--- config.mk ---
export PLATFORM = sky130hd
export DESIGN_NAME = huffman_tree_table_decoder
export DESIGN_NICKNAME = d
export VERILOG_FILES = /design/src/rtl/core/htd_pkg.sv /design/src/rtl/core/huffman_tree_table_decoder.sv /design/src/rtl/core/htd_fifo.sv /design/src/rtl/core/htd_front.sv /design/src/rtl/core/htd_back.sv
export SDC_FILE = /design/constraint.sdc
export NUM_CORES = 1
export LEC_CHECK = 0
export ABC_AREA = 1
export BUFFER_PORTS_ARGS = -buffer_cell sky130_fd_sc_hd__buf_4
export CAP_MARGIN = 20
export CORE_MARGIN = 2
export CORE_UTILIZATION = 50
export CTS_BUF_LIST = sky130_fd_sc_hd__clkbuf_4 sky130_fd_sc_hd__clkbuf_8 sky130_fd_sc_hd__clkbuf_16
export CTS_CLUSTER_SIZE = 24
export DETAILED_ROUTE_END_ITERATION = 10
export HOLD_SLACK_MARGIN = 0.1
export PLACE_DENSITY_LB_ADDON = 0.3
export SETUP_SLACK_MARGIN = 0.15
export SYNTH_ARGS = -nofsm -noshare
export SYNTH_HDL_FRONTEND = slang
export SYNTH_SLANG_ARGS = --single-unit
--- constraint.sdc ---
create_clock -name clk -period 5.9 [get_ports clk]
set_clock_uncertainty 0.05 [all_clocks]
set_input_delay 0.59 -clock clk [delete_from_list [all_inputs] [get_ports clk]]
set_output_delay 0.59 -clock clk [all_outputs]
set_load 0.01 [all_outputs]
--- src/rtl/core/htd_pkg.sv ---
// ----------------------------------------------------------------------------
// htd_pkg
// Types, code tables and the table lookup for the tree table decoder.
// ----------------------------------------------------------------------------
package htd_pkg;

  localparam int unsigned ROM_A_LEN = 102;
  localparam int unsigned ROM_B_LEN = 100;

  localparam logic [7:0] NODE_FLAG   = 8'h80;
  localparam logic [7:0] OFFSET_MASK = 8'h7F;

  typedef struct packed {
    logic [7:0] data_byte;
    logic       message_start;
    logic [7:0] char_count;
  } in_item_t;

  typedef struct packed {
    logic [6:0] symbol;
    logic       last_of_item;
    logic       message_done;
  } out_item_t;

  // Code bits in walk order, first bit in the msb.
  typedef struct packed {
    logic [7:0] code_bits;
    logic       start;
    logic [7:0] count;
  } bits_item_t;

  typedef struct packed {
    logic       valid;
    logic       final_bit;
    logic [6:0] symbol;
    logic       done;
  } pend_t;

  localparam logic [7:0] ROM_A [0:ROM_A_LEN-1] = '{
    8'ha1, 8'h81, 8'h8b, 8'h81, 8'h5e, 8'h81, 8'h81, 8'h45,
    8'h81, 8'h52, 8'h81, 8'h44, 8'h81, 8'h56, 8'h4b, 8'h81,
    8'h81, 8'h30, 8'h81, 8'h2d, 8'h81, 8'h4a, 8'h36, 8'h38,
    8'h81, 8'h20, 8'h83, 8'h81, 8'h81, 8'h48, 8'h59, 8'h43,
    8'h82, 8'h81, 8'h4d, 8'h57, 8'h81, 8'h2e, 8'h81, 8'h42,
    8'h84, 8'h81, 8'h31, 8'h81, 8'h5a, 8'h81, 8'h34, 8'h33,
    8'h86, 8'h81, 8'h51, 8'h81, 8'h81, 8'h32, 8'h81, 8'h25,
    8'h2b, 8'h81, 8'h23, 8'h28, 8'h81, 8'h3f, 8'h39, 8'h81,
    8'h37, 8'h2a, 8'h86, 8'h81, 8'h84, 8'h81, 8'h54, 8'h81,
    8'h81, 8'h4c, 8'h50, 8'h46, 8'h53, 8'h4f, 8'h82, 8'h81,
    8'h4e, 8'h41, 8'h49, 8'h81, 8'h81, 8'h55, 8'h81, 8'h47,
    8'h2c, 8'h81, 8'h81, 8'h58, 8'h27, 8'h81, 8'h81, 8'h21,
    8'h35, 8'h81, 8'h26, 8'h81, 8'h29, 8'h2f
  };

  localparam logic [7:0] ROM_B [0:ROM_B_LEN-1] = '{
    8'h9c, 8'h81, 8'h96, 8'h81, 8'h81, 8'h20, 8'h83, 8'h81,
    8'h81, 8'h48, 8'h59, 8'h43, 8'h82, 8'h81, 8'h4d, 8'h57,
    8'h81, 8'h2e, 8'h81, 8'h42, 8'h84, 8'h81, 8'h31, 8'h81,
    8'h5a, 8'h81, 8'h34, 8'h33, 8'h86, 8'h81, 8'h51, 8'h81,
    8'h81, 8'h32, 8'h81, 8'h25, 8'h2b, 8'h81, 8'h23, 8'h28,
    8'h81, 8'h3f, 8'h39, 8'h81, 8'h37, 8'h2a, 8'h84, 8'h81,
    8'h54, 8'h81, 8'h81, 8'h4c, 8'h50, 8'h46, 8'h53, 8'h4f,
    8'h8d, 8'h81, 8'h82, 8'h81, 8'h4e, 8'h41, 8'h49, 8'h81,
    8'h81, 8'h55, 8'h81, 8'h47, 8'h2c, 8'h81, 8'h81, 8'h58,
    8'h27, 8'h81, 8'h81, 8'h21, 8'h35, 8'h81, 8'h26, 8'h81,
    8'h29, 8'h2f, 8'h81, 8'h45, 8'h81, 8'h52, 8'h81, 8'h44,
    8'h81, 8'h56, 8'h4b, 8'h81, 8'h81, 8'h30, 8'h81, 8'h2d,
    8'h81, 8'h4a, 8'h36, 8'h38
  };

  // Entries past the selected table or past the limit read as a zero leaf.
  function automatic logic [7:0] rom_read(input logic sel, input logic [7:0] idx,
                                          input int unsigned limit);
    logic [7:0] e;
    e = 8'h00;
    if (32'(idx) < limit) begin
      if (sel) begin
        if (32'(idx) < ROM_B_LEN) e = ROM_B[idx[6:0]];
      end else begin
        if (32'(idx) < ROM_A_LEN) e = ROM_A[idx[6:0]];
      end
    end
    return e;
  endfunction

endpackage

--- src/rtl/core/huffman_tree_table_decoder.sv ---
// A walked symbol waits in the pending register and then goes into the
// output queue: as soon as the queue has room when it ends its byte, else
// after the next symbol or the byte's last code bit is walked.
// Throughput: one code bit per cycle through the ROM lookup loop while no
// result stall holds it; a start byte gives one code bit, a skipped byte none.
// Reset: synchronous, active low; clears queues, walk state and table_select.
// ----------------------------------------------------------------------------
// huffman_tree_table_decoder
// Bit-serial Huffman decoder over one of two fixed code tables, queue ports both sides.
// ----------------------------------------------------------------------------
module huffman_tree_table_decoder #(
  parameter int unsigned TABLE_ENTRIES = 102
) (
  input  logic               clk,
  input  logic               rst_n,
  input  logic               push,
  output logic               full,
  input  htd_pkg::in_item_t  in_item,
  output logic               empty,
  input  logic               pop,
  output htd_pkg::out_item_t out_item,
  input  logic               cfg_valid,
  output logic               cfg_ready,
  input  logic               cfg_data
);
  import htd_pkg::*;

  logic       table_select_r;
  bits_item_t item;
  logic       item_valid, item_pop;
  logic       res_push, res_full;
  out_item_t  res_item;

  assign cfg_ready = 1'b1;

  always_ff @(posedge clk) begin
    if (!rst_n) begin
      table_select_r <= 1'b0;
    end else if (cfg_valid && cfg_ready) begin
      table_select_r <= cfg_data;
    end
  end

  htd_front u_front (
    .clk       (clk),
    .rst_n     (rst_n),
    .push      (push),
    .in_item   (in_item),
    .full      (full),
    .item_pop  (item_pop),
    .item      (item),
    .item_valid(item_valid)
  );

  htd_back #(
    .TABLE_ENTRIES(TABLE_ENTRIES)
  ) u_back (
    .clk         (clk),
    .rst_n       (rst_n),
    .table_select(table_select_r),
    .item_valid  (item_valid),
    .item        (item),
    .item_pop    (item_pop),
    .res_full    (res_full),
    .res_push    (res_push),
    .res_item    (res_item)
  );

  htd_fifo #(
    .WIDTH($bits(out_item_t)),
    .DEPTH(4)
  ) u_out_queue (
    .clk    (clk),
    .rst_n  (rst_n),
    .wr_en  (res_push),
    .wr_data(res_item),
    .full   (res_full),
    .rd_en  (pop),
    .rd_data(out_item),
    .empty  (empty)
  );

endmodule

--- src/rtl/core/htd_fifo.sv ---
// ----------------------------------------------------------------------------
// htd_fifo
// Small register FIFO with full/empty flags.
// ----------------------------------------------------------------------------
module htd_fifo #(
  parameter int unsigned WIDTH = 8,
  parameter int unsigned DEPTH = 2
) (
  input  logic             clk,
  input  logic             rst_n,
  input  logic             wr_en,
  input  logic [WIDTH-1:0] wr_data,
  output logic             full,
  input  logic             rd_en,
  output logic [WIDTH-1:0] rd_data,
  output logic             empty
);

  localparam int unsigned PW = (DEPTH > 1) ? $clog2(DEPTH) : 1;
  localparam int unsigned CW = $clog2(DEPTH + 1);

  logic [WIDTH-1:0] mem_r [0:DEPTH-1];
  logic [PW-1:0]    wr_ptr_r, wr_ptr_nxt;
  logic [PW-1:0]    rd_ptr_r, rd_ptr_nxt;
  logic [CW-1:0]    count_r, count_nxt;
  logic             do_wr, do_rd;

  assign full    = (count_r == CW'(DEPTH));
  assign empty   = (count_r == '0);
  assign do_wr   = wr_en && !full;
  assign do_rd   = rd_en && !empty;
  assign rd_data = mem_r[rd_ptr_r];

  always_comb begin
    wr_ptr_nxt = wr_ptr_r;
    rd_ptr_nxt = rd_ptr_r;
    count_nxt  = count_r;
    if (do_wr) begin
      wr_ptr_nxt = (wr_ptr_r == PW'(DEPTH - 1)) ? '0 : wr_ptr_r + 1'b1;
    end
    if (do_rd) begin
      rd_ptr_nxt = (rd_ptr_r == PW'(DEPTH - 1)) ? '0 : rd_ptr_r + 1'b1;
    end
    if (do_wr && !do_rd) begin
      count_nxt = count_r + 1'b1;
    end else if (do_rd && !do_wr) begin
      count_nxt = count_r - 1'b1;
    end
  end

  always_ff @(posedge clk) begin
    if (!rst_n) begin
      wr_ptr_r <= '0;
      rd_ptr_r <= '0;
      count_r  <= '0;
    end else begin
      wr_ptr_r <= wr_ptr_nxt;
      rd_ptr_r <= rd_ptr_nxt;
      count_r  <= count_nxt;
    end
  end

  always_ff @(posedge clk) begin
    if (do_wr) begin
      mem_r[wr_ptr_r] <= wr_data;
    end
  end

endmodule

--- src/rtl/core/htd_front.sv ---
// ----------------------------------------------------------------------------
// htd_front
// Takes input bytes, puts their code bits in walk order and queues them.
// ----------------------------------------------------------------------------
module htd_front (
  input  logic                clk,
  input  logic                rst_n,
  input  logic                push,
  input  htd_pkg::in_item_t   in_item,
  output logic                full,
  input  logic                item_pop,
  output htd_pkg::bits_item_t item,
  output logic                item_valid
);
  import htd_pkg::*;

  bits_item_t cls;
  logic       q_empty;

  // Start byte gives bit 7 only; others give bits 6..0 then bit 7.
  always_comb begin
    cls.start = in_item.message_start;
    cls.count = in_item.char_count;
    if (in_item.message_start) begin
      cls.code_bits = {in_item.data_byte[7], 7'b0};
    end else begin
      cls.code_bits = {in_item.data_byte[6:0], in_item.data_byte[7]};
    end
  end

  htd_fifo #(
    .WIDTH($bits(bits_item_t)),
    .DEPTH(2)
  ) u_queue (
    .clk    (clk),
    .rst_n  (rst_n),
    .wr_en  (push),
    .wr_data(cls),
    .full   (full),
    .rd_en  (item_pop),
    .rd_data(item),
    .empty  (q_empty)
  );

  assign item_valid = !q_empty;

endmodule

--- src/rtl/core/htd_back.sv ---
// ----------------------------------------------------------------------------
// htd_back
// Walks the code tree one bit per cycle while the result side does not stall, and emits decoded symbols.
// ----------------------------------------------------------------------------
module htd_back #(
  parameter int unsigned TABLE_ENTRIES = 102
) (
  input  logic                clk,
  input  logic                rst_n,
  input  logic                table_select,
  input  logic                item_valid,
  input  htd_pkg::bits_item_t item,
  output logic                item_pop,
  input  logic                res_full,
  output logic                res_push,
  output htd_pkg::out_item_t  res_item
);
  import htd_pkg::*;

  logic [2:0] idx_r, idx_nxt;
  logic [6:0] offset_r, offset_nxt;
  logic [7:0] chars_r, chars_nxt;
  pend_t      pend_r, pend_nxt;

  logic       stall, step, last_bit, code_bit, leaf;
  logic [7:0] cl, cl_dec;
  logic [6:0] off;
  logic [7:0] entry;

  assign stall    = pend_r.valid && res_full;
  assign step     = item_valid && !stall;
  assign cl       = item.start ? item.count : chars_r;
  assign cl_dec   = cl - 1'b1;
  assign off      = item.start ? 7'd0 : offset_r;
  assign last_bit = item.start || (idx_r == 3'd7);
  assign code_bit = item.code_bits[3'd7 - idx_r];
  assign entry    = rom_read(table_select, {1'b0, off} + {7'b0, code_bit}, TABLE_ENTRIES);
  assign leaf     = (entry & NODE_FLAG) == 8'h00;

  always_comb begin
    idx_nxt    = idx_r;
    offset_nxt = offset_r;
    chars_nxt  = chars_r;
    pend_nxt   = pend_r;
    item_pop   = 1'b0;
    res_push   = 1'b0;
    res_item   = '{symbol: pend_r.symbol, last_of_item: 1'b1, message_done: pend_r.done};

    if (pend_r.valid && pend_r.final_bit && !stall) begin
      res_push       = 1'b1;
      pend_nxt.valid = 1'b0;
    end

    if (step) begin
      chars_nxt  = cl;
      offset_nxt = off;
      if (cl != 8'd0) begin
        if (leaf) begin
          chars_nxt  = cl_dec;
          offset_nxt = 7'd0;
          if (pend_r.valid && !pend_r.final_bit) begin
            res_push              = 1'b1;
            res_item.last_of_item = 1'b0;
          end
          pend_nxt.valid     = 1'b1;
          pend_nxt.final_bit = last_bit || (cl_dec == 8'd0);
          pend_nxt.symbol    = entry[6:0];
          pend_nxt.done      = (cl_dec == 8'd0);
        end else begin
          offset_nxt = off + {entry[5:0], 1'b0};
          if (last_bit && pend_r.valid && !pend_r.final_bit) begin
            pend_nxt.final_bit = 1'b1;
          end
        end
      end
      if (last_bit || (cl == 8'd0) || (leaf && (cl_dec == 8'd0))) begin
        item_pop = 1'b1;
        idx_nxt  = 3'd0;
      end else begin
        idx_nxt = idx_r + 1'b1;
      end
    end
  end

  always_ff @(posedge clk) begin
    if (!rst_n) begin
      idx_r    <= '0;
      offset_r <= '0;
      chars_r  <= '0;
      pend_r   <= '0;
    end else begin
      idx_r    <= idx_nxt;
      offset_r <= offset_nxt;
      chars_r  <= chars_nxt;
      pend_r   <= pend_nxt;
    end
  end

endmodule

# Word level (Yosys, flattened, before mapping)
# Memory sizes are Yosys's and may differ from the RTL's. A register that Yosys moved wholly into a read port is not among the register bits.
# Index checks and enable logic that the tools add are counted.
[word_totals] ff_bits=40 mem_bits_rw=70 mem_bits_ro=2048 input_bits=23 out_inout_bits=12 wordCells=133 memories=4
[classes] add_sub_neg=13 n_lt_le_gt_ge=4 n_eq_ne=5 n_mux=51 bitwise_logic=1 reduce_logical=41
[memory_table] memory="(no name shown)" depth=128 word_bits=8 rd=1 rd_ports_with_merged_regs=0 wr=0 line_no="htd_pkg.sv:80" rtl="if (32'(idx) < ROM_A_LEN) e = ROM_A[idx[6:0]];"
[memory_table] memory="(no name shown)" depth=128 word_bits=8 rd=1 rd_ports_with_merged_regs=0 wr=0 line_no="htd_pkg.sv:78" rtl="if (32'(idx) < ROM_B_LEN) e = ROM_B[idx[6:0]];"
[memory_table] memory="u_out_queue.mem_r" depth=4 word_bits=9 rd=1 rd_ports_with_merged_regs=1 wr=1 line_no="htd_fifo.sv:22" rtl="logic [WIDTH-1:0] mem_r [0:DEPTH-1];"
[memory_table] memory="u_front.u_queue.mem_r" depth=2 word_bits=17 rd=1 rd_ports_with_merged_regs=1 wr=1 line_no="htd_fifo.sv:22"
[op_table] operator="8-bit two-way mux" count=12
[op_table] operator="8-bit logical NOT" count=3
[op_table] operator="1-bit two-way mux" count=24
[op_table] operator="7-bit two-way mux" count=3
[op_table] operator="10-bit two-way mux" count=2
[op_table] operator="1-bit logical AND" count=16
[op_table] operator="8-bit by 7-bit less-than comparator with 1-bit output (second input constant)" count=2
[op_table] operator="2-bit two-way mux" count=6
[op_table] operator="1-bit logical NOT" count=10
[op_table] operator="3-bit two-way mux" count=3
[op_table] operator="7-bit by 1-bit adder with 8-bit output" count=1
[op_table] operator="8-bit greater-or-equal comparator (second input constant)" count=1
[op_table] operator="7-bit inverter with 8-bit output" count=1
[op_table] operator="8-bit nonzero test" count=1
[op_table] operator="8-bit by 1-bit subtractor with 8-bit output (second input constant)" count=1
[op_table] operator="7-bit adder" count=1
[op_table] operator="2-bit by 1-bit adder with 2-bit output (second input constant)" count=3
[op_table] operator="3-bit by 1-bit adder with 3-bit output (second input constant)" count=2
[op_table] operator="2-bit == test (second input constant)" count=3
[op_table] operator="3-bit == test (second input constant)" count=2
[op_table] operator="3-bit AND reduction" count=2
[op_table] operator="2-bit nonzero test" count=3
[op_table] operator="1-bit logical OR" count=4
[op_table] operator="3-bit by 4-bit less-than comparator with 1-bit output (second input constant)" count=1
[op_table] operator="7 further kinds" count=8

# Depth between registers and ports, before layout
[logic_depth] depth_word=20 ltp_mapped=39 mapped_depth_nobuf=36

# Cells and area by module
# A second synthesis with hierarchy kept.
[hier_totals] hier_cells=1060 hier_area_um2=8061.5
[by_module_without_submodules] module="htd_back" instances=1 cells_each=783 area_per_inst_um2=4445.5 seq_area_each_um2=560.5
[by_module_without_submodules] module="htd_fifo at u_out_queue" instances=1 cells_each=158 area_per_inst_um2=1954.4 seq_area_each_um2=1261.2
[by_module_without_submodules] module="htd_fifo at u_front.u_queue" instances=1 cells_each=91 area_per_inst_um2=1526.5 seq_area_each_um2=1121.1
[by_module_without_submodules] module="htd_front" instances=1 cells_each=20 area_per_inst_um2=82.6 seq_area_each_um2=0.0
[by_module_without_submodules] module="huffman_tree_table_decoder" instances=1 cells_each=8 area_per_inst_um2=52.6 seq_area_each_um2=20.0

# Worst setup path before layout
# Ideal clock, no wire load.
[synth_timing] path_kind="flip-flop to flip-flop" start="register (tool-made name)" end="register u_back.offset_r[6]" setup_ns=0.070 t_arrival_ns=4.534 required_time_ns=5.780 slack_ns=1.245 stages_incl_launch_ff=36 path_buffers=3 period_less_slack_ns=4.655 cell_sequence="dfxtp_1 buf_6 clkbuf_1 o21ai_0 o221a_2 o31ai_1 ha_1 ha_1 clkbuf_1 inv_1 ha_1 inv_1 nor2_2 inv_2 a21oi_2 nand2_1 nand3_1 nand2_1 a21oi_1 nand2_1 nand2_1 nand2_1 nor2_2 ha_1 a21oi_1 o21bai_1 nand2_1 nand2_1 a21oi_1 xor2_1 inv_1 nand3_1 nand3_1 nand2_1 nand2_1 a21oi_1"
[synth_rtl] element="end signal, assigned" line_no="htd_back.sv:93" rtl="offset_r <= offset_nxt;"
[synth_rtl] element="end, declared" line_no="htd_back.sv:21" rtl="logic [6:0] offset_r, offset_nxt;"

==> results.sh <==
export IMPL_crit_type="register to register"
export IMPL_first_pass_iters=7
export IMPL_slew_viol_final=0
export IMPL_grt_pass1_vias=7161
export IMPL_path_clk_slew_ns=0.06
export IMPL_syn_area_per_cell_um2=7.505
export IMPL_num_rows=45
export IMPL_grt_usage_pct=29.56
export IMPL_via_per_inst=5.997
export IMPL_synth_area_mm2=0.007790
export IMPL_synthAdderAreaFrac_pct=4.690
export IMPL_antenna_found_initial=0
export IMPL_synth_top_area_share_pct=26.98
export IMPL_diodes=0
export IMPL_synth_simple_area_share_pct=30.50
export IMPL_path_max_fanout=13
export IMPL_synthCells=1038
export IMPL_holdWs_ns=0.3050
export IMPL_static_leakage_power_uw=0.003925
export IMPL_finalCritPeriodShare_pct=91.02
export IMPL_die_h_um=128.8
export IMPL_fin_nets=1125
export IMPL_pre_cts_slack_ns=0.2962
export IMPL_htree_levels=4
export IMPL_design_area_mm2=0.008810
export IMPL_finalHoldViolCount=0
export IMPL_ys_flop_type="edfxtp_1"
export IMPL_vias=7646
export IMPL_synth_compound_area_share_pct=16.30
export IMPL_slowest_stage="dfxtp_2"
export IMPL_syn_num_nets=1089
export IMPL_max_clock_freq_mhz=186.2
export IMPL_fin_crit_ns=5.370
export IMPL_start_kind="register"
export IMPL_placed_cells=1243
export IMPL_min_path_type="input port to register"
export IMPL_layoutNonFillerInstCount=1275
export IMPL_tightestPinTransition_ns=0.6052
export IMPL_finalWorstSetupSlack_ns=0.5300
export IMPL_ys_ff_latch=113
export IMPL_crit_required_ns=6.14
export IMPL_area_delta_synth_final_pct=13.09
export IMPL_min_delay_start="in_item[7]"
export IMPL_vdd_ir_drop_worst_v=0.0003730
export IMPL_slowest_delay_ns=0.44
export IMPL_synth_top_family_by_area="simple AND/OR/NAND/NOR gates"
export IMPL_place_congestion=1.036
export IMPL_grt_overflow=0
export IMPL_initial_core_util_pct=51.24
export IMPL_synth_commonest_cells="nand2_1, nor2_1, nand3_1"
export IMPL_drv_cap=0
export IMPL_crit_arrival_ns=5.61
export IMPL_dieArea_mm2=0.01659
export IMPL_final_layout_size_suffix_gt1_share_pct=14.54
export IMPL_end_kind="register"
export IMPL_drtAntennaViolNets=0
export IMPL_relSlewSlack_pct=59.60
export IMPL_die_w_um=128.8
export IMPL_portBuffers=33
export IMPL_yosys_warnings=0
export IMPL_clk_path_buf_depth=2
export IMPL_rsz0062_at_grt="false"
export IMPL_placed_area_mm2=0.008164
export IMPL_cpMostUsedCell="nand2_1"
export IMPL_setup_tns_final_ns=0
export IMPL_synth_xor_area_share_pct=1.237
export IMPL_cts_hold_buf=0
export IMPL_async_flop_share_pct=0
export IMPL_tritoncts="built"
export IMPL_wl_per_cell_um=18.80
export IMPL_ys_top_cells_by_area="edfxtp_1, nand2_1, dfxtp_1"
export IMPL_routed_wl_mm=23.97
export IMPL_yosysMostFrequentCell="nand2_1"
export IMPL_ioPinCount=35
export IMPL_root_buffer="clkbuf_16"
export IMPL_core_mm2=0.01520
export IMPL_synth_edf_count=70
export IMPL_grt_pass1_wl_mm=37.87
export IMPL_synth_area_leader_cell="edfxtp_1"
export IMPL_drc=0
export IMPL_drtIter0Drc=1098
export IMPL_p_per_area_mw_per_mm2=574.1
export IMPL_synth_distinct_cells=55
export IMPL_status="completed"
export IMPL_clock_sinks=113
export IMPL_dp_hpwl_mm=17.36
export IMPL_finalSetupViolations=0
export IMPL_grt_max_degree=33
export IMPL_clk_latency_ns=0.41
export IMPL_muxShareOfSynthArea_pct=0
export IMPL_seq_area_frac_synth_pct=38.03
export IMPL_cts_made_buffers=17
## cell usage in the layout (no fill, tap or decap), types with 3 or more instances in the layout
| cell | instances |
|---|---|
| a21oi_1 | 51 |
| a21oi_2 | 4 |
| a31oi_1 | 11 |
| buf_4 | 59 |
| bufinv_16 | 4 |
| clkbuf_16 | 17 |
| clkinv_2 | 4 |
| clkinv_4 | 4 |
| dfxtp_1 | 42 |
| edfxtp_1 | 70 |
| ha_1 | 25 |
| inv_1 | 92 |
| inv_2 | 11 |
| nand2_1 | 249 |
| nand2_2 | 14 |
| nand2_4 | 6 |
| nand3_1 | 93 |
| nand3_2 | 3 |
| nand4_1 | 10 |
| nor2_1 | 111 |
| nor2_2 | 6 |
| nor2_4 | 4 |
| nor2_8 | 3 |
| nor3_1 | 10 |
| nor4_1 | 3 |
| o211ai_1 | 20 |
| o21ai_0 | 77 |
| o21ai_1 | 16 |
| o21ai_2 | 3 |
| o221ai_1 | 8 |
| o22ai_1 | 16 |
| xor2_1 | 9 |
## metrics by stage
stage	util, %	power (µW)
detailed placement	53.70	3869
global route	57.95	5373
floorplan	-	3106
global placement	53.70	3940
finish	57.95	5057
CTS	57.80	4960
## kinds of logic (layout without fill, tap and decap cells)
logic type      count (synthesis)  in the layout
xor+xnor                       11             11
fa+ha+maj                      28             28
compound gates                217            217
buf+inv                       149            198
simple gates                  519            519
other cells                     1              1
flops                         113            113
## flip-flops by register name (all words and copies together) (netlist names), 3 cells and up, named ones only
signal	count
u_back.chars_r	8
u_back.idx_r	3
u_back.offset_r	7
u_back.res_item	8
u_front.u_queue.mem_r	34
u_out_queue.count_r	3
u_out_queue.mem_r	36
## final cells by class
cell class              instances  area, µm²
fillers                      1391       6392
multi-input cells             776       4133
clock buffers                  18      432.9
well taps                     188      235.2
inverters                     107      411.6
flip-flops and latches        113       2964
clock inverters                14      190.2
repair buffers                 59      442.9
## worst paths after layout
| path | endpoint | slack [ns] | cells past startpoint |
|---|---|---|---|
| hold / removal | u_front.u_queue.mem_r[0][7] | 0.30 | 1 |
| setup / recovery | u_out_queue.count_r[2] | 0.53 | 30 |
| setup reg to reg | u_out_queue.count_r[2] | 0.53 | 30 |
| hold reg to reg | u_back.offset_r[0] | 0.40 | 2 |
## per-layer routing
layer | global-route usage (%) | part of all wire (%) | vias up
li1 | - | - | 3609
met1 | 40.52 | 42 | 3517
met2 | 45.07 | 44 | 438
met3 | 6.653 | 9.7 | 82
met4 | 12.85 | 3.5 | 0
met5 | 0 | 0 | -
## power by group
group          switching (µW)  internal [µW]
clock network             367            709
registers                 141           1010
logic                    1940            885
## what timing repair did
item | in CTS | in global routing
buffers inserted | 0 | 0
endpoints found under the setup margin | 0 | 4
gates resized for setup | 0 | 4
## critical path: cells and delay by family (launching register included)
family,cells,cell delay [ns]
fa+ha+maj,5,1.35
flops,1,0.44
simple gates,14,1.51
compound gates,6,1.12
buf+inv,5,0.78
Power figures use the tool's default switching activity.
